### config.mk
export PLATFORM = sky130hd
export DESIGN_NAME = signed_to_decimal_ascii
export DESIGN_NICKNAME = d
export VERILOG_FILES = /design/src/hw/rtl/s2da_pkg.sv /design/src/hw/rtl/signed_to_decimal_ascii.sv /design/src/hw/rtl/s2da_front.sv /design/src/hw/rtl/s2da_queue.sv /design/src/hw/rtl/s2da_back.sv
export SDC_FILE = /design/constraint.sdc
export NUM_CORES = 1
export LEC_CHECK = 0
export BUFFER_PORTS_ARGS = -buffer_cell sky130_fd_sc_hd__buf_4
export CAP_MARGIN = 40
export CORE_UTILIZATION = 64
export CTS_BUF_LIST = sky130_fd_sc_hd__clkbuf_4
export CTS_CLUSTER_DIAMETER = 80
export DETAILED_ROUTE_END_ITERATION = 10
export GPL_TIMING_DRIVEN = 0
export MAX_ROUTING_LAYER = met4
export PLACE_DENSITY = 0.86
export SLEW_MARGIN = 20
export SYNTH_ARGS = -nofsm -noshare
export SYNTH_HDL_FRONTEND = slang
export SYNTH_SLANG_ARGS = --single-unit
### constraint.sdc
create_clock -name clk -period 6.8 [get_ports clk]
set_input_delay 1.36 -clock clk [delete_from_list [all_inputs] [get_ports clk]]
set_output_delay 1.36 -clock clk [all_outputs]
set_load 0.005 [all_outputs]
### src/hw/rtl/s2da_pkg.sv
// Shared constants, types and the BCD adjust function of the decimal text converter.
package s2da_pkg;

    localparam int MAX_DIGITS  = 19;
    localparam int MAG_W       = 64;
    localparam int CHAR_W      = 8;
    localparam int IDX_W       = (MAX_DIGITS > 1) ? $clog2(MAX_DIGITS) : 1;
    localparam int CNT_W       = $clog2(MAG_W);
    localparam int QUEUE_DEPTH = 2;
    localparam int PTR_W       = $clog2(QUEUE_DEPTH);
    localparam int FILL_W      = $clog2(QUEUE_DEPTH + 1);

    localparam logic [CHAR_W-1:0] CHAR_ZERO  = 8'd48;
    localparam logic [CHAR_W-1:0] CHAR_MINUS = 8'd45;
    localparam logic [CNT_W-1:0]  CONV_LAST  = CNT_W'(MAG_W - 1);
    localparam logic [IDX_W-1:0]  IDX_TOP    = IDX_W'(MAX_DIGITS - 1);

    typedef struct packed {
        logic             negative;
        logic [MAG_W-1:0] magnitude;
    } item_t;

    // A digit of five or more gains three so that the following doubling carries correctly.
    function automatic logic [3:0] bcd_adjust(input logic [3:0] digit);
        logic [3:0] result;
        begin
            if (digit >= 4'd5)
            begin
                result = digit + 4'd3;
            end
            else
            begin
                result = digit;
            end
            return result;
        end
    endfunction

endpackage

### src/hw/rtl/signed_to_decimal_ascii.sv
// Top level of the signed 64-bit integer to decimal ASCII text converter.
// Each accepted number comes out as its decimal text, most significant digit first, one
// character per item, with '-' first for a negative value and last set on the final digit;
// zero gives the single character '0'. The front stage and a two-entry queue take numbers
// while the converter is busy. The converter loads a number, runs shift-and-add-three
// conversion, one magnitude bit a cycle, steps past the leading zero digits, then sends one
// character each cycle that the output side accepts. Skipped zeros and digits sent always
// add up to 19.
module signed_to_decimal_ascii (
    input  logic                          clk,
    input  logic                          rst_n,
    input  logic                          in_valid,
    output logic                          in_ready,
    input  logic signed [63:0]            number,
    output logic                          out_valid,
    input  logic                          out_ready,
    output logic [s2da_pkg::CHAR_W-1:0]   character,
    output logic                          last
);

    logic            front_valid;
    logic            front_ready;
    s2da_pkg::item_t front_item;
    logic            queue_valid;
    logic            queue_ready;
    s2da_pkg::item_t queue_item;

    s2da_front u_front (
        .clk        (clk),
        .rst_n      (rst_n),
        .in_valid   (in_valid),
        .in_ready   (in_ready),
        .number     (number),
        .item_valid (front_valid),
        .item_ready (front_ready),
        .item       (front_item)
    );

    s2da_queue u_queue (
        .clk        (clk),
        .rst_n      (rst_n),
        .push_valid (front_valid),
        .push_ready (front_ready),
        .push_item  (front_item),
        .pop_valid  (queue_valid),
        .pop_ready  (queue_ready),
        .pop_item   (queue_item)
    );

    s2da_back u_back (
        .clk        (clk),
        .rst_n      (rst_n),
        .item_valid (queue_valid),
        .item_ready (queue_ready),
        .item       (queue_item),
        .out_valid  (out_valid),
        .out_ready  (out_ready),
        .character  (character),
        .last       (last)
    );

    // A minus sign is never the final character of a number.
    assert property (@(posedge clk) disable iff (!rst_n)
        (out_valid && (character == s2da_pkg::CHAR_MINUS)) |-> !last)
    else $error("minus sign flagged as last character");

    // Every other character is a decimal digit.
    assert property (@(posedge clk) disable iff (!rst_n)
        (out_valid && (character != s2da_pkg::CHAR_MINUS)) |->
        ((character >= s2da_pkg::CHAR_ZERO) && (character <= (s2da_pkg::CHAR_ZERO + 8'd9))))
    else $error("character is neither a sign nor a digit");

    // A digit follows straight after an accepted minus sign.
    assert property (@(posedge clk) disable iff (!rst_n)
        (out_valid && out_ready && (character == s2da_pkg::CHAR_MINUS)) |=>
        (out_valid && (character != s2da_pkg::CHAR_MINUS)))
    else $error("no digit after minus sign");

endmodule

### src/hw/rtl/s2da_front.sv
// Front stage: accepts a number, records its sign and forms its unsigned magnitude.
module s2da_front (
    input  logic                      clk,
    input  logic                      rst_n,
    input  logic                      in_valid,
    output logic                      in_ready,
    input  logic signed [63:0]        number,
    output logic                      item_valid,
    input  logic                      item_ready,
    output s2da_pkg::item_t           item
);

    logic            valid_reg;
    logic            valid_next;
    s2da_pkg::item_t item_reg;
    s2da_pkg::item_t item_next;
    logic            take;

    assign in_ready   = !valid_reg || item_ready;
    assign take       = in_valid && in_ready;
    assign item_valid = valid_reg;
    assign item       = item_reg;

    always_comb
    begin
        valid_next = valid_reg;
        item_next  = item_reg;
        if (take)
        begin
            valid_next         = 1'b1;
            item_next.negative = number[63];
            if (number[63])
            begin
                item_next.magnitude = ~number + 64'd1;
            end
            else
            begin
                item_next.magnitude = number;
            end
        end
        else if (item_ready)
        begin
            valid_next = 1'b0;
        end
    end

    always_ff @(posedge clk or negedge rst_n)
    begin
        if (!rst_n)
        begin
            valid_reg <= 1'b0;
        end
        else
        begin
            valid_reg <= valid_next;
        end
    end

    always_ff @(posedge clk)
    begin
        item_reg <= item_next;
    end

endmodule

### src/hw/rtl/s2da_queue.sv
// Short queue of classified items between the front stage and the converter.
module s2da_queue (
    input  logic            clk,
    input  logic            rst_n,
    input  logic            push_valid,
    output logic            push_ready,
    input  s2da_pkg::item_t push_item,
    output logic            pop_valid,
    input  logic            pop_ready,
    output s2da_pkg::item_t pop_item
);

    s2da_pkg::item_t                    entry_reg [s2da_pkg::QUEUE_DEPTH];
    logic [s2da_pkg::PTR_W-1:0]         wr_ptr_reg;
    logic [s2da_pkg::PTR_W-1:0]         wr_ptr_next;
    logic [s2da_pkg::PTR_W-1:0]         rd_ptr_reg;
    logic [s2da_pkg::PTR_W-1:0]         rd_ptr_next;
    logic [s2da_pkg::FILL_W-1:0]        fill_reg;
    logic [s2da_pkg::FILL_W-1:0]        fill_next;
    logic                               do_push;
    logic                               do_pop;

    assign push_ready = fill_reg != s2da_pkg::FILL_W'(s2da_pkg::QUEUE_DEPTH);
    assign pop_valid  = fill_reg != '0;
    assign pop_item   = entry_reg[rd_ptr_reg];
    assign do_push    = push_valid && push_ready;
    assign do_pop     = pop_valid && pop_ready;

    always_comb
    begin
        wr_ptr_next = wr_ptr_reg;
        rd_ptr_next = rd_ptr_reg;
        fill_next   = fill_reg;
        if (do_push)
        begin
            wr_ptr_next = wr_ptr_reg + 1'b1;
        end
        if (do_pop)
        begin
            rd_ptr_next = rd_ptr_reg + 1'b1;
        end
        if (do_push && !do_pop)
        begin
            fill_next = fill_reg + 1'b1;
        end
        else if (do_pop && !do_push)
        begin
            fill_next = fill_reg - 1'b1;
        end
    end

    always_ff @(posedge clk or negedge rst_n)
    begin
        if (!rst_n)
        begin
            wr_ptr_reg <= '0;
            rd_ptr_reg <= '0;
            fill_reg   <= '0;
        end
        else
        begin
            wr_ptr_reg <= wr_ptr_next;
            rd_ptr_reg <= rd_ptr_next;
            fill_reg   <= fill_next;
        end
    end

    always_ff @(posedge clk)
    begin
        if (do_push)
        begin
            entry_reg[wr_ptr_reg] <= push_item;
        end
    end

endmodule

### src/hw/rtl/s2da_back.sv
// Converter: shift-and-add-three binary to BCD conversion, then character output.
module s2da_back (
    input  logic                          clk,
    input  logic                          rst_n,
    input  logic                          item_valid,
    output logic                          item_ready,
    input  s2da_pkg::item_t               item,
    output logic                          out_valid,
    input  logic                          out_ready,
    output logic [s2da_pkg::CHAR_W-1:0]   character,
    output logic                          last
);

    typedef enum logic [4:0] {
        ST_IDLE  = 5'b00001,
        ST_CONV  = 5'b00010,
        ST_SKIP  = 5'b00100,
        ST_SIGN  = 5'b01000,
        ST_DIGIT = 5'b10000
    } state_t;

    state_t                             state_reg;
    state_t                             state_next;
    logic [s2da_pkg::MAG_W-1:0]         mag_reg;
    logic [s2da_pkg::MAG_W-1:0]         mag_next;
    logic                               neg_reg;
    logic                               neg_next;
    logic                               ovf_reg;
    logic                               ovf_next;
    logic [3:0]                         bcd_reg [s2da_pkg::MAX_DIGITS];
    logic [3:0]                         bcd_next [s2da_pkg::MAX_DIGITS];
    logic [3:0]                         bcd_adj [s2da_pkg::MAX_DIGITS];
    logic [s2da_pkg::CNT_W-1:0]         cnt_reg;
    logic [s2da_pkg::CNT_W-1:0]         cnt_next;
    logic [s2da_pkg::IDX_W-1:0]         idx_reg;
    logic [s2da_pkg::IDX_W-1:0]         idx_next;
    logic [3:0]                         cur_digit;

    assign item_ready = state_reg == ST_IDLE;
    assign cur_digit  = bcd_reg[idx_reg];
    assign out_valid  = (state_reg == ST_SIGN) || (state_reg == ST_DIGIT);

    always_comb
    begin
        if (state_reg == ST_SIGN)
        begin
            character = s2da_pkg::CHAR_MINUS;
            last      = 1'b0;
        end
        else
        begin
            character = s2da_pkg::CHAR_ZERO + {4'b0000, cur_digit};
            last      = idx_reg == '0;
        end
    end

    always_comb
    begin
        for (int i = 0; i < s2da_pkg::MAX_DIGITS; i++)
        begin
            bcd_adj[i] = s2da_pkg::bcd_adjust(bcd_reg[i]);
        end
    end

    always_comb
    begin
        state_next = state_reg;
        mag_next   = mag_reg;
        neg_next   = neg_reg;
        ovf_next   = ovf_reg;
        cnt_next   = cnt_reg;
        idx_next   = idx_reg;
        for (int i = 0; i < s2da_pkg::MAX_DIGITS; i++)
        begin
            bcd_next[i] = bcd_reg[i];
        end
        case (state_reg)
            ST_IDLE:
            begin
                if (item_valid)
                begin
                    mag_next   = item.magnitude;
                    neg_next   = item.negative;
                    ovf_next   = 1'b0;
                    cnt_next   = '0;
                    idx_next   = s2da_pkg::IDX_TOP;
                    state_next = ST_CONV;
                    for (int i = 0; i < s2da_pkg::MAX_DIGITS; i++)
                    begin
                        bcd_next[i] = 4'd0;
                    end
                end
            end
            ST_CONV:
            begin
                bcd_next[0] = {bcd_adj[0][2:0], mag_reg[s2da_pkg::MAG_W-1]};
                for (int i = 1; i < s2da_pkg::MAX_DIGITS; i++)
                begin
                    bcd_next[i] = {bcd_adj[i][2:0], bcd_adj[i-1][3]};
                end
                // A carry out of the top digit means the value has more digits than are kept.
                ovf_next = ovf_reg || bcd_adj[s2da_pkg::MAX_DIGITS-1][3];
                mag_next = {mag_reg[s2da_pkg::MAG_W-2:0], 1'b0};
                cnt_next = cnt_reg + 1'b1;
                if (cnt_reg == s2da_pkg::CONV_LAST)
                begin
                    state_next = ST_SKIP;
                end
            end
            ST_SKIP:
            begin
                if ((idx_reg != '0) && (cur_digit == 4'd0) && !ovf_reg)
                begin
                    idx_next = idx_reg - 1'b1;
                end
                else if (neg_reg)
                begin
                    state_next = ST_SIGN;
                end
                else
                begin
                    state_next = ST_DIGIT;
                end
            end
            ST_SIGN:
            begin
                if (out_ready)
                begin
                    state_next = ST_DIGIT;
                end
            end
            ST_DIGIT:
            begin
                if (out_ready)
                begin
                    if (idx_reg == '0)
                    begin
                        state_next = ST_IDLE;
                    end
                    else
                    begin
                        idx_next = idx_reg - 1'b1;
                    end
                end
            end
            default:
            begin
                state_next = ST_IDLE;
            end
        endcase
    end

    always_ff @(posedge clk or negedge rst_n)
    begin
        if (!rst_n)
        begin
            state_reg <= ST_IDLE;
        end
        else
        begin
            state_reg <= state_next;
        end
    end

    always_ff @(posedge clk)
    begin
        mag_reg <= mag_next;
        neg_reg <= neg_next;
        ovf_reg <= ovf_next;
        cnt_reg <= cnt_next;
        idx_reg <= idx_next;
        for (int i = 0; i < s2da_pkg::MAX_DIGITS; i++)
        begin
            bcd_reg[i] <= bcd_next[i];
        end
    end

endmodule
==> impl_metrics.yaml <==
status:
  status: "complete, no violations"
pwr:
  final_total_power_mw: 5.17
  power.clock.fraction_pct: 34.2
  cellInternalPower_mw: 3.90
  power_per_cell_area_nw_per_um2: 272
  worst_ir_drop_vdd_mv: 0.191
  p_leak_nw: 7.61
  switching_share_pct: 24.5
  net-switching-power_mw: 1.26
  power.combinational.fraction_pct: 8.6
  sequential_fraction_of_design_power_pct: 57.2
die:
  placeableCoreArea_um2: 25400
  initial_utilization_pct: 65.7
  floorplan.io_pins: 79
  fp.dieW_um: 164
  die_height_um: 164
  row_count: 58
  die_area_um2: 26700
global_routing:
  grt_max_degree: 43
  grt_use_total_pct: 27.0
  grt_antenna_before_repair: 1
  global_route.overflow_total: 0
  grt_pass1_vias: 11100
  first_pass_grt_wire_length_um: 53800
finish:
  layout.cell_area.non_filler_um2: 19000
  nets: 1577
  layout-drive-gt1-share_pct: 17.3
  footprint_of_the_multi_input_gates_um2: 5520
  layout.filler_cells: 1548
  sequential_cell_area_um2: 10800
  flow.area_growth_from_synthesis_pct: 13.6
  largest_register_ff_count: 130
drt:
  firstDrtPassIters: 7
  route.antenna.remaining_nets: 0
  drt_wl_total_um: 33700
  drcViolationCount: 0
  route.detailed.wl_per_inst_um: 18.1
  drt_first_iter_violations: 940
  detail_route.vias_per_cell: 5.85
  dr_total_vias: 10900
setup_path:
  critPathArrivalTime_ps: 2990
  ff2ff_path_depth: 8
  critical_path.max_fanout: 10
  worst-setup-path-type: "register to output port"
  required_arrival_time_at_the_worst_endpoint_ps: 5440
  cp-start-kind: "register"
  timing.critical_path.to_type: "output port"
placed_design:
  gp_weighted_congestion: 0.880
  placement.io_buffers: 75
  detailed_place_hpwl_um: 22400
  detailed_place.area_um2: 17800
timing:
  fmax_ghz: 0.230
  tightest_slew_ps: 817
  post-route-min-period_ps: 4350
  hold_violations: 0
  timing_max_transition_violations_final: 0
  setup_repair_after_global_routing_missed_its_margin: "false"
  setup_clock_skew_after_layout_ps: 50.2
  period_share_pct: 64.0
  report.final.setup_viol: 0
  hold_ws_ps: 414
  slew_headroom_pct: 44.8
synthesis:
  synth_area_leaders: "edfxtp_1, xnor2_1, mux2i_1"
  compound_cell_area_share_of_the_yosys_netlist_pct: 7.72
  synth_largest_type_area_fraction_pct: 62.6
  library_cell_with_the_highest_instance_count_after_synthesis: "edfxtp_1"
  post_synth_and_or_nand_nor_area_fraction_pct: 9.89
  yosysSeqAreaShare_pct: 64.7
  muxShareOfSynthArea_pct: 6.31
  ys_async_sr_fraction_pct: 2.75
  netlist_instances: 1292
  synthAdderAreaFrac_pct: 3.22
  syn-cell-area_um2: 16700
  synth_top_family_by_area: "simple AND/OR/NAND/NOR gates"
  syn_avg_cell_area_um2: 12.9
  yosys_warnings: 0
  ys_ff_latch: 363
  synth-edff-count: 348
  synth-xor-area-share_pct: 5.72
  count_of_cell_types_in_the_netlist: 60
  yosys_most_used_dff: "edfxtp_1"
  synthDominantAreaCellType: "edfxtp_1"
  synth_commonest_cells: "edfxtp_1, nand2_1, o21ai_0"
min_path:
  holdPathStages: 0
  min_path_type: "register to register"
cts:
  cts_buffer_depth: 3
  post_cts_resized: 0
  number_of_buffers_created_by_cts: 88
  cts_tree: "yes"
  htreeDepth: 3
  cts.root.buffer_cell: "clkbuf_4"
  cts.repair_timing.setup_buffer_count: 0
  clkTransAtPathRegs_ps: 70
  ctsHoldBuffers: 0
  skew_pair_late_insertion_delay_ps: 730
  clock_sinks: 363
run:
  total_of_max_cap_violations: 0
critical path, stage by stage (launching register included):
cell and delay [ps]:
dfxtp_1 480, buf_2 300, buf_1 400, mux2i_1 300, o21ai_0 130, a222oi_1 390, nand2_1 130, buf_4 170
layer usage:
| metal | track usage, % | share of wire, % | up-vias |
|---|---|---|---|
| met1 | 31.0 | 39 | 5220 |
| met3 | 5.46 | 6.1 | 109 |
| met5 | - | 0 | - |
| li1 | - | - | 5120 |
| met4 | 12.2 | 3.6 | 0 |
| met2 | 45.7 | 51 | 451 |
kinds of logic after synthesis:
| logic type | after synthesis |
|---|---|
| flops | 363 |
| fa+ha+maj | 43 |
| other cells | 2 |
| mux | 89 |
| xor+xnor | 109 |
| simple gates | 362 |
| compound gates | 222 |
| buf+inv | 102 |
metrics by stage:
stage | worst slack (ps) | instances | setup TNS (ps) | util, %
floorplan | 1860 | 1293 | 0 | -
global placement | -76.8 | 1698 | -10570 | 69.6
detailed placement | 2480 | 1705 | 0 | 70.3
CTS | 2440 | 1861 | 0 | 74.6
global route | 2300 | 1863 | 0 | 74.7
finish | 2450 | 1863 | 0 | 74.7
layout make-up:
type                       count  share of cell area (%)
sequential                   363                    57.0
multi-input combinational    828                    29.1
clock buffer                 131                    5.19
timing repair buffer          83                    3.77
tap                          330                    2.18
buffer                        50                    1.09
inverter                      52                    1.03
clock inverter                25                   0.653
antenna                        1                  0.0132
path summary, 6_finish.rpt:
kind                                            from                           endpoint  slack (ps)
max                                         register                       character[3]        2450
max in group asynchronous                      rst_n    u_back.state_reg[0]$_DFFE_PN1P_        6090
min                        u_front.item[5]$_DFFE_PP_  u_queue.entry_reg[1][5]$_DFFE_PP_         410
max reg2reg                                 register                           register        3160
min in group asynchronous                      rst_n     u_front.item_valid$_DFFE_PN0P_         480
min reg2reg                u_front.item[5]$_DFFE_PP_  u_queue.entry_reg[1][5]$_DFFE_PP_         410
power groups by stage:
stage	Clock, mW	Sequential (mW)	Combinational (mW)
after floorplan	0	2.98	0.252
after global placement	0	3.01	0.370
after detailed placement	0	3.00	0.442
final	1.77	2.95	0.443
after CTS	1.80	2.95	0.449
after global routing	1.91	2.97	0.489
cells in the final DEF (no fill, tap or decap), types with 3 or more instances in the layout:
cell type  synthesis  routed
buf_1             12      12
o211ai_1           5       5
xnor2_1           86      86
mux2_2             7       7
or2_2              5       5
nor2_1           102     101
xor2_1            23      23
nor4b_1            3       3
mux2i_1           70      70
buf_2              3       3
clkbuf_1          31      31
ha_1              43      43
nand2_1          149     148
edfxtp_1         348     348
inv_1             52      52
clkinv_1           0      17
dfxtp_1            5       5
or4_1              7       7
inv_6              0       4
nand3_1           11      11
buf_12             0       6
and2_1             5       4
nor4_1             3       3
or3_1              7       7
o31ai_1           20      20
o41ai_1            8       8
nand2b_1          25      25
clkbuf_4           0     131
a21oi_1           59      59
dfrtp_1            9       9
mux4_2            11      11
nor3_1            24      24
nand4_1            3       3
buf_4              4      79
conb_1             2       3
a211oi_1           3       3
o21ai_0          112     112
No activity file was read; power rests on OpenSTA's default activity.
